<file path="src/hdl/gregorian_date_add_days_assert.svh">
// assertion macros for the gregorian date adder
// used by the top level, no other dependencies
`ifndef GREGORIAN_DATE_ADD_DAYS_ASSERT_SVH
`define GREGORIAN_DATE_ADD_DAYS_ASSERT_SVH

// same-cycle implication
`define GDAD_ASSERT_NOW(label, ante, cons, msg) \
   label: assert property (@(posedge clock) disable iff (reset) (ante) |-> (cons)) \
      else $error(msg);

// next-cycle implication
`define GDAD_ASSERT_NEXT(label, ante, cons, msg) \
   label: assert property (@(posedge clock) disable iff (reset) (ante) |=> (cons)) \
      else $error(msg);

`endif

</file>
<file path="src/hdl/gdad_pkg.sv">
// shared widths, constants, types and month table for the date adder
// no dependencies
package gdad_pkg;

   localparam int DAY_W   = 5;
   localparam int MONTH_W = 4;
   localparam int YEAR_W  = 14;
   localparam int ADD_W   = 15;
   localparam int REM_W   = 16;
   localparam int YCNT_W  = 15;

   localparam logic [MONTH_W-1:0] MONTH_JAN       = 4'd1;
   localparam logic [MONTH_W-1:0] MONTH_FEB       = 4'd2;
   localparam logic [MONTH_W-1:0] MONTH_APR       = 4'd4;
   localparam logic [MONTH_W-1:0] MONTH_JUN       = 4'd6;
   localparam logic [MONTH_W-1:0] MONTH_SEP       = 4'd9;
   localparam logic [MONTH_W-1:0] MONTH_NOV       = 4'd11;
   localparam logic [MONTH_W-1:0] MONTHS_PER_YEAR = 4'd12;

   localparam logic [REM_W-1:0] YEAR_DAYS      = 16'd365;
   localparam logic [REM_W-1:0] LEAP_YEAR_DAYS = 16'd366;

   localparam logic [YEAR_W-1:0] STEP_1600 = 14'd1600;
   localparam logic [YEAR_W-1:0] STEP_400  = 14'd400;
   localparam logic [YEAR_W-1:0] STEP_100  = 14'd100;
   localparam logic [6:0]        CENT_LAST = 7'd99;

   typedef enum logic [4:0] {
      ST_IDLE   = 5'b00001,
      ST_REDUCE = 5'b00010,
      ST_DOY    = 5'b00100,
      ST_YEARS  = 5'b01000,
      ST_MONTHS = 5'b10000
   } state_type;

   typedef struct packed {
      logic load;
      logic inc;
   } yr_ctl_type;

   typedef struct packed {
      logic busy;
      logic leap;
   } yr_sts_type;

   function automatic logic [DAY_W-1:0] month_len(input logic [MONTH_W-1:0] month,
                                                   input logic leap);
      logic [DAY_W-1:0] len;
      case (month)
         MONTH_FEB: len = leap ? 5'd29 : 5'd28;
         MONTH_APR, MONTH_JUN, MONTH_SEP, MONTH_NOV: len = 5'd30;
         default: len = 5'd31;
      endcase
      return len;
   endfunction

endpackage

</file>
<file path="src/hdl/gdad_req_if.sv">
// request channel: start date and day count
// depends on gdad_pkg
interface gdad_req_if;
   logic                         valid;
   logic                         ready;
   logic [gdad_pkg::DAY_W-1:0]   start_day;
   logic [gdad_pkg::MONTH_W-1:0] start_month;
   logic [gdad_pkg::YEAR_W-1:0]  start_year;
   logic [gdad_pkg::ADD_W-1:0]   days_to_add;

   modport source (output valid, start_day, start_month, start_year, days_to_add,
                   input ready);
   modport sink (input valid, start_day, start_month, start_year, days_to_add,
                 output ready);
endinterface

</file>
<file path="src/hdl/gdad_rsp_if.sv">
// response channel: resulting date
// depends on gdad_pkg
interface gdad_rsp_if;
   logic                         valid;
   logic                         ready;
   logic [gdad_pkg::DAY_W-1:0]   result_day;
   logic [gdad_pkg::MONTH_W-1:0] result_month;
   logic [gdad_pkg::YEAR_W-1:0]  result_year;

   modport source (output valid, result_day, result_month, result_year, input ready);
   modport sink (input valid, result_day, result_month, result_year, output ready);
endinterface

</file>
<file path="src/hdl/gdad_year_ctr.sv">
// year counter with century tracking for the leap rule
// depends on gdad_pkg
module gdad_year_ctr (
   input  logic                          clock,
   input  logic                          reset,
   input  gdad_pkg::yr_ctl_type          ctl,
   input  logic [gdad_pkg::YEAR_W-1:0]   load_year,
   output gdad_pkg::yr_sts_type          sts,
   output logic [gdad_pkg::YCNT_W-1:0]   year
);

   logic [gdad_pkg::YCNT_W-1:0] year_ff, year_in;
   logic [gdad_pkg::YEAR_W-1:0] red_ff, red_in;
   logic [6:0]                  cent_ff, cent_in;
   logic [1:0]                  quad_ff, quad_in;
   logic                        busy_ff, busy_in;
   logic [gdad_pkg::YEAR_W-1:0] step;

   always_comb begin
      if (red_ff >= gdad_pkg::STEP_1600) begin
         step = gdad_pkg::STEP_1600;
      end else if (red_ff >= gdad_pkg::STEP_400) begin
         step = gdad_pkg::STEP_400;
      end else begin
         step = gdad_pkg::STEP_100;
      end
   end

   always_comb begin
      year_in = year_ff;
      red_in  = red_ff;
      cent_in = cent_ff;
      quad_in = quad_ff;
      busy_in = busy_ff;
      if (ctl.load) begin
         year_in = {1'b0, load_year};
         red_in  = load_year;
         quad_in = 2'd0;
         busy_in = 1'b1;
      end else if (busy_ff) begin
         // strip 1600, then 400, then 100 counting centuries
         if (red_ff >= gdad_pkg::STEP_100) begin
            red_in = red_ff - step;
            if (step == gdad_pkg::STEP_100) begin
               quad_in = quad_ff + 2'd1;
            end
         end else begin
            cent_in = red_ff[6:0];
            busy_in = 1'b0;
         end
      end else if (ctl.inc) begin
         year_in = year_ff + 15'd1;
         if (cent_ff == gdad_pkg::CENT_LAST) begin
            cent_in = 7'd0;
            quad_in = quad_ff + 2'd1;
         end else begin
            cent_in = cent_ff + 7'd1;
         end
      end
   end

   always_ff @(posedge clock) begin
      year_ff <= year_in;
      red_ff  <= red_in;
      cent_ff <= cent_in;
      quad_ff <= quad_in;
      if (reset) begin
         busy_ff <= 1'b0;
      end else begin
         busy_ff <= busy_in;
      end
   end

   assign year      = year_ff;
   assign sts.busy  = busy_ff;
   assign sts.leap  = ((cent_ff[1:0] == 2'd0) && (cent_ff != 7'd0)) ||
                      ((cent_ff == 7'd0) && (quad_ff == 2'd0));

endmodule

</file>
<file path="src/hdl/gregorian_date_add_days.sv">
// top level of the gregorian date adder: sequencer and shared add/subtract unit
// depends on gdad_pkg, gdad_req_if, gdad_rsp_if, gdad_year_ctr
// and gregorian_date_add_days_assert.svh
//
//  channel   dir  handshake      payload
//  req_bus   in   valid/ready    start_day, start_month, start_year, days_to_add
//  rsp_bus   out  valid/ready    result_day, result_month, result_year
//
// one item at a time; req_bus.ready is high only when idle
// per item: a load, then century reduction, day-of-year, whole years and months;
// the year and month walks go through the one add/subtract unit
// the result sits in an output register until taken; a full one holds the last month step
// synchronous reset returns to idle and empties the output register
`include "gregorian_date_add_days_assert.svh"

module gregorian_date_add_days (
   input logic     clock,
   input logic     reset,
   gdad_req_if.sink   req_bus,
   gdad_rsp_if.source rsp_bus
);

   gdad_pkg::state_type state_ff, state_in;

   logic [gdad_pkg::REM_W-1:0]   rem_ff, rem_in;
   logic [gdad_pkg::ADD_W-1:0]   add_ff, add_in;
   logic [gdad_pkg::MONTH_W-1:0] target_ff, target_in;
   logic [gdad_pkg::MONTH_W-1:0] mon_ff, mon_in;
   logic [gdad_pkg::DAY_W-1:0]   res_day_ff, res_day_in;
   logic [gdad_pkg::MONTH_W-1:0] res_month_ff, res_month_in;
   logic [gdad_pkg::YEAR_W-1:0]  res_year_ff, res_year_in;
   logic                         rsp_valid_ff, rsp_valid_in;

   gdad_pkg::yr_ctl_type        yr_ctl;
   gdad_pkg::yr_sts_type        yr_sts;
   logic [gdad_pkg::YCNT_W-1:0] year;

   logic [gdad_pkg::REM_W-1:0] opnd;
   logic                       do_sub;
   logic [gdad_pkg::REM_W:0]   alu;
   logic                       over;
   logic                       req_beat;
   logic [gdad_pkg::DAY_W-1:0] cur_len;

   gdad_year_ctr u_year (
      .clock     (clock),
      .reset     (reset),
      .ctl       (yr_ctl),
      .load_year (req_bus.start_year),
      .sts       (yr_sts),
      .year      (year)
   );

   assign req_beat = req_bus.valid && req_bus.ready;
   assign cur_len  = gdad_pkg::month_len(mon_ff, yr_sts.leap);

   // shared add/subtract unit
   always_comb begin
      do_sub = 1'b1;
      opnd   = {{(gdad_pkg::REM_W-gdad_pkg::DAY_W){1'b0}}, cur_len};
      case (state_ff)
         gdad_pkg::ST_DOY: begin
            do_sub = 1'b0;
            if (mon_ff == target_ff) begin
               opnd = {{(gdad_pkg::REM_W-gdad_pkg::ADD_W){1'b0}}, add_ff};
            end
         end
         gdad_pkg::ST_YEARS: begin
            opnd = yr_sts.leap ? gdad_pkg::LEAP_YEAR_DAYS : gdad_pkg::YEAR_DAYS;
         end
         default: begin
            opnd = {{(gdad_pkg::REM_W-gdad_pkg::DAY_W){1'b0}}, cur_len};
         end
      endcase
      if (do_sub) begin
         alu = {1'b0, rem_ff} - {1'b0, opnd};
      end else begin
         alu = {1'b0, rem_ff} + {1'b0, opnd};
      end
      over = !alu[gdad_pkg::REM_W] && (alu[gdad_pkg::REM_W-1:0] != '0);
   end

   always_comb begin
      state_in     = state_ff;
      rem_in       = rem_ff;
      add_in       = add_ff;
      target_in    = target_ff;
      mon_in       = mon_ff;
      res_day_in   = res_day_ff;
      res_month_in = res_month_ff;
      res_year_in  = res_year_ff;
      rsp_valid_in = rsp_valid_ff && !rsp_bus.ready;
      yr_ctl       = '0;
      case (state_ff)
         gdad_pkg::ST_IDLE: begin
            if (req_beat) begin
               yr_ctl.load = 1'b1;
               add_in      = req_bus.days_to_add;
               mon_in      = gdad_pkg::MONTH_JAN;
               if (req_bus.start_month == '0) begin
                  target_in = gdad_pkg::MONTH_JAN;
               end else if (req_bus.start_month > gdad_pkg::MONTHS_PER_YEAR) begin
                  target_in = gdad_pkg::MONTHS_PER_YEAR;
               end else begin
                  target_in = req_bus.start_month;
               end
               if (req_bus.start_day == '0) begin
                  rem_in = 16'd1;
               end else begin
                  rem_in = {{(gdad_pkg::REM_W-gdad_pkg::DAY_W){1'b0}}, req_bus.start_day};
               end
               state_in = gdad_pkg::ST_REDUCE;
            end
         end
         gdad_pkg::ST_REDUCE: begin
            if (!yr_sts.busy) begin
               state_in = gdad_pkg::ST_DOY;
            end
         end
         gdad_pkg::ST_DOY: begin
            rem_in = alu[gdad_pkg::REM_W-1:0];
            if (mon_ff == target_ff) begin
               mon_in   = gdad_pkg::MONTH_JAN;
               state_in = gdad_pkg::ST_YEARS;
            end else begin
               mon_in = mon_ff + 4'd1;
            end
         end
         gdad_pkg::ST_YEARS: begin
            if (over) begin
               rem_in     = alu[gdad_pkg::REM_W-1:0];
               yr_ctl.inc = 1'b1;
            end else begin
               state_in = gdad_pkg::ST_MONTHS;
            end
         end
         gdad_pkg::ST_MONTHS: begin
            if (over) begin
               rem_in = alu[gdad_pkg::REM_W-1:0];
               if (mon_ff == gdad_pkg::MONTHS_PER_YEAR) begin
                  mon_in     = gdad_pkg::MONTH_JAN;
                  yr_ctl.inc = 1'b1;
               end else begin
                  mon_in = mon_ff + 4'd1;
               end
            end else if (!rsp_valid_ff || rsp_bus.ready) begin
               res_day_in   = rem_ff[gdad_pkg::DAY_W-1:0];
               res_month_in = mon_ff;
               res_year_in  = year[gdad_pkg::YEAR_W-1:0];
               rsp_valid_in = 1'b1;
               state_in     = gdad_pkg::ST_IDLE;
            end
         end
         default: begin
            state_in = gdad_pkg::ST_IDLE;
         end
      endcase
   end

   always_ff @(posedge clock) begin
      rem_ff       <= rem_in;
      add_ff       <= add_in;
      target_ff    <= target_in;
      mon_ff       <= mon_in;
      res_day_ff   <= res_day_in;
      res_month_ff <= res_month_in;
      res_year_ff  <= res_year_in;
      if (reset) begin
         state_ff     <= gdad_pkg::ST_IDLE;
         rsp_valid_ff <= 1'b0;
      end else begin
         state_ff     <= state_in;
         rsp_valid_ff <= rsp_valid_in;
      end
   end

   assign req_bus.ready        = (state_ff == gdad_pkg::ST_IDLE);
   assign rsp_bus.valid        = rsp_valid_ff;
   assign rsp_bus.result_day   = res_day_ff;
   assign rsp_bus.result_month = res_month_ff;
   assign rsp_bus.result_year  = res_year_ff;

   `GDAD_ASSERT_NOW(a_rsp_month_range, rsp_bus.valid, (res_month_ff != 4'd0) && (res_month_ff <= gdad_pkg::MONTHS_PER_YEAR), "result month out of range")
   `GDAD_ASSERT_NOW(a_rsp_day_nonzero, rsp_bus.valid, res_day_ff != 5'd0, "result day is zero")
   `GDAD_ASSERT_NEXT(a_busy_after_beat, req_beat, !req_bus.ready, "ready right after a request beat")
   `GDAD_ASSERT_NOW(a_walk_month_range, state_ff == gdad_pkg::ST_MONTHS, (mon_ff != 4'd0) && (mon_ff <= gdad_pkg::MONTHS_PER_YEAR), "month walk out of range")
   `GDAD_ASSERT_NEXT(a_rsp_held, rsp_bus.valid && !rsp_bus.ready, rsp_bus.valid && $stable({res_day_ff, res_month_ff, res_year_ff}), "result beat dropped or changed while stalled")

endmodule

</file>
<file path="src/flat_wrapper.sv">
// flat-port wrapper written by rule: the top's interface ports become plain ports
module gregorian_date_add_days_flat 
  (clock, reset, req_bus_valid, req_bus_start_day, req_bus_start_month, req_bus_start_year, req_bus_days_to_add, req_bus_ready, rsp_bus_valid, rsp_bus_result_day, rsp_bus_result_month, rsp_bus_result_year, rsp_bus_ready);
  gdad_req_if req_bus_i ();
  gdad_rsp_if rsp_bus_i ();
  input logic clock;
  input logic reset;
  input wire logic [$bits(req_bus_i.valid)-1:0] req_bus_valid;
  input wire logic [$bits(req_bus_i.start_day)-1:0] req_bus_start_day;
  input wire logic [$bits(req_bus_i.start_month)-1:0] req_bus_start_month;
  input wire logic [$bits(req_bus_i.start_year)-1:0] req_bus_start_year;
  input wire logic [$bits(req_bus_i.days_to_add)-1:0] req_bus_days_to_add;
  output wire logic [$bits(req_bus_i.ready)-1:0] req_bus_ready;
  output wire logic [$bits(rsp_bus_i.valid)-1:0] rsp_bus_valid;
  output wire logic [$bits(rsp_bus_i.result_day)-1:0] rsp_bus_result_day;
  output wire logic [$bits(rsp_bus_i.result_month)-1:0] rsp_bus_result_month;
  output wire logic [$bits(rsp_bus_i.result_year)-1:0] rsp_bus_result_year;
  input wire logic [$bits(rsp_bus_i.ready)-1:0] rsp_bus_ready;
  assign req_bus_i.valid = req_bus_valid;
  assign req_bus_i.start_day = req_bus_start_day;
  assign req_bus_i.start_month = req_bus_start_month;
  assign req_bus_i.start_year = req_bus_start_year;
  assign req_bus_i.days_to_add = req_bus_days_to_add;
  assign req_bus_ready = req_bus_i.ready;
  assign rsp_bus_valid = rsp_bus_i.valid;
  assign rsp_bus_result_day = rsp_bus_i.result_day;
  assign rsp_bus_result_month = rsp_bus_i.result_month;
  assign rsp_bus_result_year = rsp_bus_i.result_year;
  assign rsp_bus_i.ready = rsp_bus_ready;
  gregorian_date_add_days u_core (.clock(clock), .reset(reset), .req_bus(req_bus_i), .rsp_bus(rsp_bus_i));
endmodule
</file>
<file path="config.mk">
export PLATFORM = sky130hd
export DESIGN_NAME = gregorian_date_add_days_flat
export DESIGN_NICKNAME = d
export VERILOG_FILES = /design/src/hdl/gdad_pkg.sv /design/src/hdl/gdad_req_if.sv /design/src/hdl/gdad_rsp_if.sv /design/src/hdl/gdad_year_ctr.sv /design/src/hdl/gregorian_date_add_days.sv /design/src/flat_wrapper.sv
export VERILOG_INCLUDE_DIRS = /design/src /design/src/hdl
export SDC_FILE = /design/constraint.sdc
export NUM_CORES = 1
export LEC_CHECK = 0
export BUFFER_PORTS_ARGS = -buffer_cell sky130_fd_sc_hd__buf_2
export CORE_MARGIN = 2
export CORE_UTILIZATION = 53
export CTS_CLUSTER_SIZE = 8
export DETAILED_ROUTE_END_ITERATION = 8
export GPL_ROUTABILITY_DRIVEN = 0
export PLACE_DENSITY_LB_ADDON = 0.1
export SYNTH_ARGS = -nofsm -noshare
export SYNTH_HDL_FRONTEND = slang
export SYNTH_SLANG_ARGS = --single-unit
</file>
<file path="constraint.sdc">
create_clock -name clock -period 5.2 [get_ports clock]
set_clock_uncertainty 0.2 [all_clocks]
set_input_delay 1.04 -clock clock [delete_from_list [all_inputs] [get_ports clock]]
set_output_delay 1.04 -clock clock [all_outputs]
set_load 0.03 [all_outputs]
</file>
======== Word level (Yosys, flattened, before mapping) ========
Index checks and enable logic that the tools add are counted.
word-level totals
  register bits after elaboration ......... 107
  output and inout bits ................... 25
operators by class
  add/sub/neg operators ................... 7
  $lt $le $gt $ge ......................... 4
  equal/unequal tests ..................... 26
  muxes and demuxes ....................... 52
  bitwise gates (word level) .............. 3
  reduce and logical (&&, ||, !) cells .... 37
operators with widths
  kind                                                                 number
  2-to-1 mux 14 bit                                                    6
  one-hot mux 16 bit (3 select lines)                                  1
  2-to-1 mux 5 bit                                                     7
  2-to-1 mux 16 bit                                                    2
  one-hot mux 16 bit (2 select lines)                                  1
  2-to-1 mux 7 bit                                                     4
  one-hot mux 5 bit (5 select lines)                                   1
  2-to-1 mux 4 bit                                                     5
  adder 16 x 16 -> 17 bit                                              1
  2-to-1 mux 17 bit                                                    1
  subtractor 16 x 16 -> 17 bit                                         1
  nonzero test 16 bit                                                  1
  adder 15 x 1 -> 15 bit, second input constant                        1
  2-to-1 mux 15 bit                                                    1
  equality test 14 x 7 -> 1 bit, second input constant                 1
  greater-or-equal comparator 14 x 11 -> 1 bit, second input constant  1
  greater-or-equal comparator 14 x 7 -> 1 bit, second input constant   1
  greater-or-equal comparator 14 x 9 -> 1 bit, second input constant   1
  subtractor 14 bit                                                    1
  equality test 4 bit, second input constant                           3
  2-to-1 mux 1 bit                                                     12
  2-to-1 mux 2 bit                                                     6
  != test 2 x 1 -> 1 bit, second input constant                        6
  != test 2 bit, second input constant                                 6
  35 further kinds                                                     58

======== Depth between registers and ports, before layout ========
  depth in word-level cells ............... 16
  depth in mapped cells ................... 22

======== By module ========
Synthesis repeated with hierarchy kept, for this count alone.
second synthesis, totals
  cells, all modules ...................... 595
  area, all modules ....................... 6237.2 um^2
by module, submodules not included
  module                   instances  cells an instance  area an instance (um^2)  sequential area each (um^2)
  gregorian_date_add_days  1          356                3806.2                   1981.9
  gdad_year_ctr            1          239                2431.1                   1131.1

======== Worst setup path after synthesis ========
No wires, ideal clock.
  path kind ............................... reg2reg
  from .................................... register u_core.mon_ff[3] in the netlist's numbering
  to ...................................... register u_core.u_year.year_ff (netlist bit u_core.u_year.year[0]) (enable)
  setup time .............................. 0.404 ns
  data arrival time ....................... 5.181 ns
  required time ........................... 4.596 ns
  setup slack ............................. -0.586 ns
  stages on the path, launching flop included .. 21
  clock period less this slack ............ 5.786 ns
  path through ............................ edfxtp_1 clkbuf_1 xor2_1 nor4_1 nand2_1 nand2_1 o22ai_1 or2_2 ha_1 nand2_1 o21ai_0 inv_1 fa_1 nor2b_1 o2111ai_1 a21boi_1 a2111o_1 a211oi_2 o2111ai_1 o211ai_2 o21ai_0
on the way
  cells in the longest elaborated chain, start to end .. 13
RTL lines
  what                                                                     line                                                            text
  start: declaration                                                       gregorian_date_add_days.sv:28                                   logic [gdad_pkg::MONTH_W-1:0] mon_ff, mon_in;
  start signal: assignment                                                 gregorian_date_add_days.sv:164                                  mon_ff <= mon_in;
  equality test 4 x 3 -> 1 bit or equality test 4 bit (tied branches)      gdad_pkg.sv:49                                                  case (month)
  OR reduction 4 bit                                                       gdad_pkg.sv:49
  one-hot mux 5 bit (2 select lines)                                       gdad_pkg.sv:49
  2-to-1 mux 15 bit                                                        gregorian_date_add_days.sv:64                                   if (mon_ff == target_ff) begin
  one-hot mux 16 bit (2 select lines)                                      gregorian_date_add_days.sv:61                                   case (state_ff)
  subtractor 16 x 16 -> 17 bit or adder 16 x 16 -> 17 bit (tied branches)  gregorian_date_add_days.sv:76, gregorian_date_add_days.sv:78
  2-to-1 mux 17 bit                                                        gregorian_date_add_days.sv:75                                   if (do_sub) begin
  nonzero test 16 bit or zero test 1 bit (tied branches)                   gregorian_date_add_days.sv:80                                   over = !alu[gdad_pkg::REM_W] && (alu[gdad_pkg::REM_W-1:0] != '0);
  logical AND 1 bit                                                        gregorian_date_add_days.sv:80
  2-to-1 mux 1 bit (on tied branches)                                      gregorian_date_add_days.sv:138, gregorian_date_add_days.sv:130
  one-hot mux 1 bit (2 select lines) *                                     gregorian_date_add_days.sv:94                                   case (state_ff)
  nonzero test 2 bit (no line) *                                           --
  AND reduction 2 bit (no line) *                                          --
  end signal: assignment                                                   gdad_year_ctr.sv:63                                             year_ff <= year_in;
  end: declaration                                                         gdad_year_ctr.sv:12                                             logic [gdad_pkg::YCNT_W-1:0] year_ff, year_in;
Mark *: on every way between the ends. The rest lies on a longest branch, timed or not.
A chain may end at the register's enable or synchronous reset.

======== Final worst setup path ========
  from .................................... register u_core.u_year.cent_ff[3]
  to ...................................... register u_core.res_day_ff (netlist bit u_core.rsp_bus.result_day[1]) (enable)
on the way
  cells in the longest elaborated chain, start to end .. 13
RTL lines
  what                                                                     line                                                          text
  start: declaration                                                       gdad_year_ctr.sv:14                                           logic [6:0] cent_ff, cent_in;
  start signal: assignment                                                 gdad_year_ctr.sv:65                                           cent_ff <= cent_in;
  nonzero test 7 bit or zero test 7 bit (tied branches)                    gdad_year_ctr.sv:76, gdad_year_ctr.sv:77
  logical AND 1 bit (on tied branches)                                     gdad_year_ctr.sv:76, gdad_year_ctr.sv:77
  logical OR 1 bit *                                                       gdad_year_ctr.sv:76                                           assign sts.leap = ((cent_ff[1:0] == 2'd0) && (cent_ff != 7'd0)) ||
  2-to-1 mux 1 bit                                                         gdad_pkg.sv:50                                                MONTH_FEB: len = leap ? 5'd29 : 5'd28;
  one-hot mux 5 bit (2 select lines)                                       gdad_pkg.sv:49
  2-to-1 mux 15 bit                                                        gregorian_date_add_days.sv:64
  one-hot mux 16 bit (2 select lines) *                                    gregorian_date_add_days.sv:61
  subtractor 16 x 16 -> 17 bit or adder 16 x 16 -> 17 bit (tied branches)  gregorian_date_add_days.sv:76, gregorian_date_add_days.sv:78
  2-to-1 mux 17 bit *                                                      gregorian_date_add_days.sv:75
  nonzero test 16 bit or zero test 1 bit (tied branches)                   gregorian_date_add_days.sv:80
  logical AND 1 bit *                                                      gregorian_date_add_days.sv:80
  inverter 1 bit (no line) *                                               --
  AND reduction 3 bit (no line) *                                          --
  end signal: assignment                                                   gregorian_date_add_days.sv:165                                res_day_ff <= res_day_in;
  end: declaration                                                         gregorian_date_add_days.sv:29                                 logic [gdad_pkg::DAY_W-1:0] res_day_ff, res_day_in;
Marks and branches as above.

==> flow_summary.yaml <==
run_status:
  outcome: "completed"
sta:
  max_slew.worst_pin.slew_ps: 882
  hold_viol: 0
  fin_crit_sh_pct: 96.1
  relSlewSlack_pct: 41.1
  hold_slack_ps: 275
  setup_viol_count_final: 0
  drv_slew: 0
  finalSetupTns_ps: 0
  period_needed_ps: 5000
  max_freq_ghz: 0.200
synth:
  yosysWarningCount: 0
  yosys.area_share.simple_pct: 16.0
  async_flop_share_pct: 0
  synthAdderAreaFrac_pct: 7.58
  synth_mux_area_share_pct: 0.704
  synth_top_family_by_area: "compound AO/OA/AOI/OAI gates"
  synth.net_count: 665
  ys_seq_area_share_pct: 51.2
  synth_flop_cell: "edfxtp_1"
  yosysUniqueCellTypes: 63
  syn_avg_cell_area_um2: 10.3
  yosys.area_share.xor_xnor_pct: 4.78
  syn_area_mm2: 0.00604
  syn_inst: 587
  synth-compound-area-share_pct: 16.6
  synth_seq_cells: 106
  synth_edf_count: 97
floorplan:
  core_area_mm2: 0.0110
  die_area_mm2: 0.0123
  die_height_um: 111
  num_io_pins: 67
  rows: 38
  die_w_um: 111
  start_util_pct: 55.0
drt:
  final_antenna_net_count: 0
  totalWireLength_um: 14700
  vias_per_cell: 5.87
  vias: 4954
  drc: 0
  firstDrtPassIters: 4
  post_drt_wl_per_cell_um: 17.4
  drt_first_iter_violations: 355
setup_path:
  required_ps: 5080
  slowest_stage: "edfxtp_1"
  arrival_ps: 4880
  end_kind: "flop"
  cpPeakStageDelay_ps: 410
  crit_fanout: 5
  critPathLaunchType: "flop"
  cp_cell_sequence: "or3_4 > o41ai_4 > buf_4 > nand2_1 > a21oi_1 > a21oi_1 > o22ai_2 > or2_2 > ha_1 > nand2_1 > o21ai_2 > ha_1 > a21o_1 > nand4_1 > a21o_1 > a2111o_1 > a211oi_2 > o2111ai_2 > o21ai_2 > buf_6 > and3_4 > clkbuf_16"
  critPathKind: "reg2reg"
clocking:
  cts.clk_slew.worst_paths_ps: 70
  clock_latency_ps: 350
  cts-buffers-inserted: 9
  cts_tree: "built"
  root_buffer: "clkbuf_16"
  clock_path_buffers: 2
  htreeDepth: 3
  cts_sinks: 106
pwr:
  cellPowerDensity_mw_per_mm2: 357
  power_frac_seq_pct: 43.9
  power_mw: 2.63
  leakagePower_nw: 2.95
  switching_share_pct: 31.9
  combPwrFrac_pct: 30.3
  p_sw_mw: 0.839
  p_int_mw: 1.79
  clkPwrFrac_pct: 25.8
  ir_drop_uv: 208
worst_hold_path:
  hp-class: "reg2reg"
final_layout:
  drive_above_1_share_pct: 23.3
  diodes: 0
  nets: 777
  areaGrowthSynthToFinish_pct: 21.8
  final_core_util_pct: 67.0
  finalNonFillerCells: 844
  nFillCells: 817
placed_design:
  place_hpwl_um: 10700
  dpl.cell_count: 819
  portBuffers: 66
grt:
  grt_pass1_wl_um: 23200
  gr-total-overflow: 0
  grt_max_degree: 25
  grt_pass1_vias: 4892
  grt_use_total_pct: 23.4
  grt_antenna_before_repair: 0
job:
  max_cap_viol_count: 0
-- power by group through the flow --
stage | clock [mW] | combinational, mW | sequential (mW)
floorplan | 0 | 0.544 | 1.14
global placement | 0 | 0.721 | 1.16
detailed placement | 0 | 0.749 | 1.17
CTS | 0.687 | 0.763 | 1.15
global route | 0.724 | 0.874 | 1.17
finish | 0.679 | 0.796 | 1.16
-- cells in the mapped netlist (4+ instances only) --
cell type | n | area (um2)
nand2_1 | 63 | 236
o21a_1 | 7 | 52.6
xor2_1 | 18 | 158
dfxtp_1 | 9 | 180
edfxtp_1 | 97 | 2910
xnor2_1 | 15 | 131
o21ai_0 | 18 | 90.1
o31ai_1 | 6 | 45.0
and3_1 | 9 | 56.3
or2_2 | 4 | 25.0
a21o_1 | 9 | 67.6
a211oi_1 | 7 | 52.6
o2111ai_1 | 5 | 43.8
clkbuf_1 | 15 | 56.3
nand2b_1 | 8 | 50.1
nor2b_1 | 5 | 31.3
and2_1 | 4 | 25.0
or3_1 | 10 | 62.6
inv_1 | 32 | 120
o21ai_1 | 6 | 30.0
a21oi_1 | 52 | 260
nand4_1 | 6 | 37.5
a31oi_1 | 6 | 37.5
nor3_1 | 9 | 45.0
nand3_1 | 19 | 95.1
nor2_1 | 56 | 210
ha_1 | 35 | 438
-- kinds of logic after synthesis --
kind of cell             count (synthesis)
AND/OR/NAND/NOR                        206
AO/OA/AOI/OAI                          153
flip-flops                             106
buffers and inverters                   49
adder cells (fa/ha/maj)                 36
XOR/XNOR                                33
multiplexers                             4
-- sequential cells by signal (all words and copies together), names as in the netlist --
name,cells
u_core.u_year.year,14
u_core.u_year.cent_ff,7
u_core.rem_ff,16
u_core.u_year.quad_ff,2
u_core.mon_ff,4
u_core.target_ff,4
u_core.u_year.red_ff,14
u_core.rsp_bus.valid,1
u_core.rsp_bus.result_month,4
u_core.add_ff,15
u_core.u_year.busy_ff,1
u_core.rsp_bus.result_year,14
u_core.rsp_bus.result_day,5
u_core.state_ff,5
-- what timing repair did --
item,4_1_cts,5_1_grt
endpoints found under the setup margin,47,70
cloned,0,2
gates resized for setup,0,24
pin swaps,2,9
hold buffers,0,0
setup buffers,2,5
-- worst paths after layout --
path,startpoint,endpoint,slack (ps),cells past startpoint
max,u_core.u_year.cent_ff[3]$_DFFE_PP_,u_core.rsp_bus.result_day[1]$_DFFE_PP_,200,22
min,u_core.rem_ff[2]$_DFFE_PP_,u_core.rsp_bus.result_day[2]$_DFFE_PP_,280,0
max reg2reg,u_core.u_year.cent_ff[3]$_DFFE_PP_,u_core.rsp_bus.result_day[1]$_DFFE_PP_,200,22
min reg2reg,u_core.rem_ff[2]$_DFFE_PP_,u_core.rsp_bus.result_day[2]$_DFFE_PP_,280,0
-- per-layer routing --
layer  GRT usage (%)  share of wire, %
met5               0                 0
met4            11.0               2.9
met3            4.10               5.4
met2            40.1                50
met1            28.8                42
-- worst max-delay path: cells and delay by family, from the launching register on --
family / cells / cell delay [ps]
AO/OA/AOI/OAI: 11 / 1980
AND/OR/NAND/NOR: 6 / 1120
adder cells (fa/ha/maj): 2 / 510
buffers and inverters: 3 / 490
flip-flops: 1 / 410
-- area by class of cell --
cell class / instances / area, um2 / share of cell area, %
sequential: 106 / 3090 / 42.0
multi-input combinational: 432 / 2900 / 39.4
timing repair buffer: 118 / 787 / 10.7
clock buffer: 12 / 236 / 3.21
tap: 140 / 175 / 2.38
inverter: 32 / 120 / 1.63
clock inverter: 4 / 51.3 / 0.697
-- stage by stage --
stage	worst slack [ps]	cell area [um2]
after global placement	3.52	6860
after floorplan	157	6070
after detailed placement	-145	6860
after CTS	11.2	7170
final	200	7360
after global routing	-109	7360
-- cells in the final DEF, fill, tap and decap left out, drive strengths merged, types with 7 or more instances in the layout --
cell,instances
buf,117
edfxtp,97
nand2,63
nor2,56
a21oi,54
ha,35
inv,33
o21ai,25
nand3,19
xor2,18
xnor2,15
clkbuf,13
or3,10
nor3,9
a21o,9
dfxtp,9
and3,9
nand2b,8
a211oi,8
o21a,7
(Power assumes the default switching activity.)
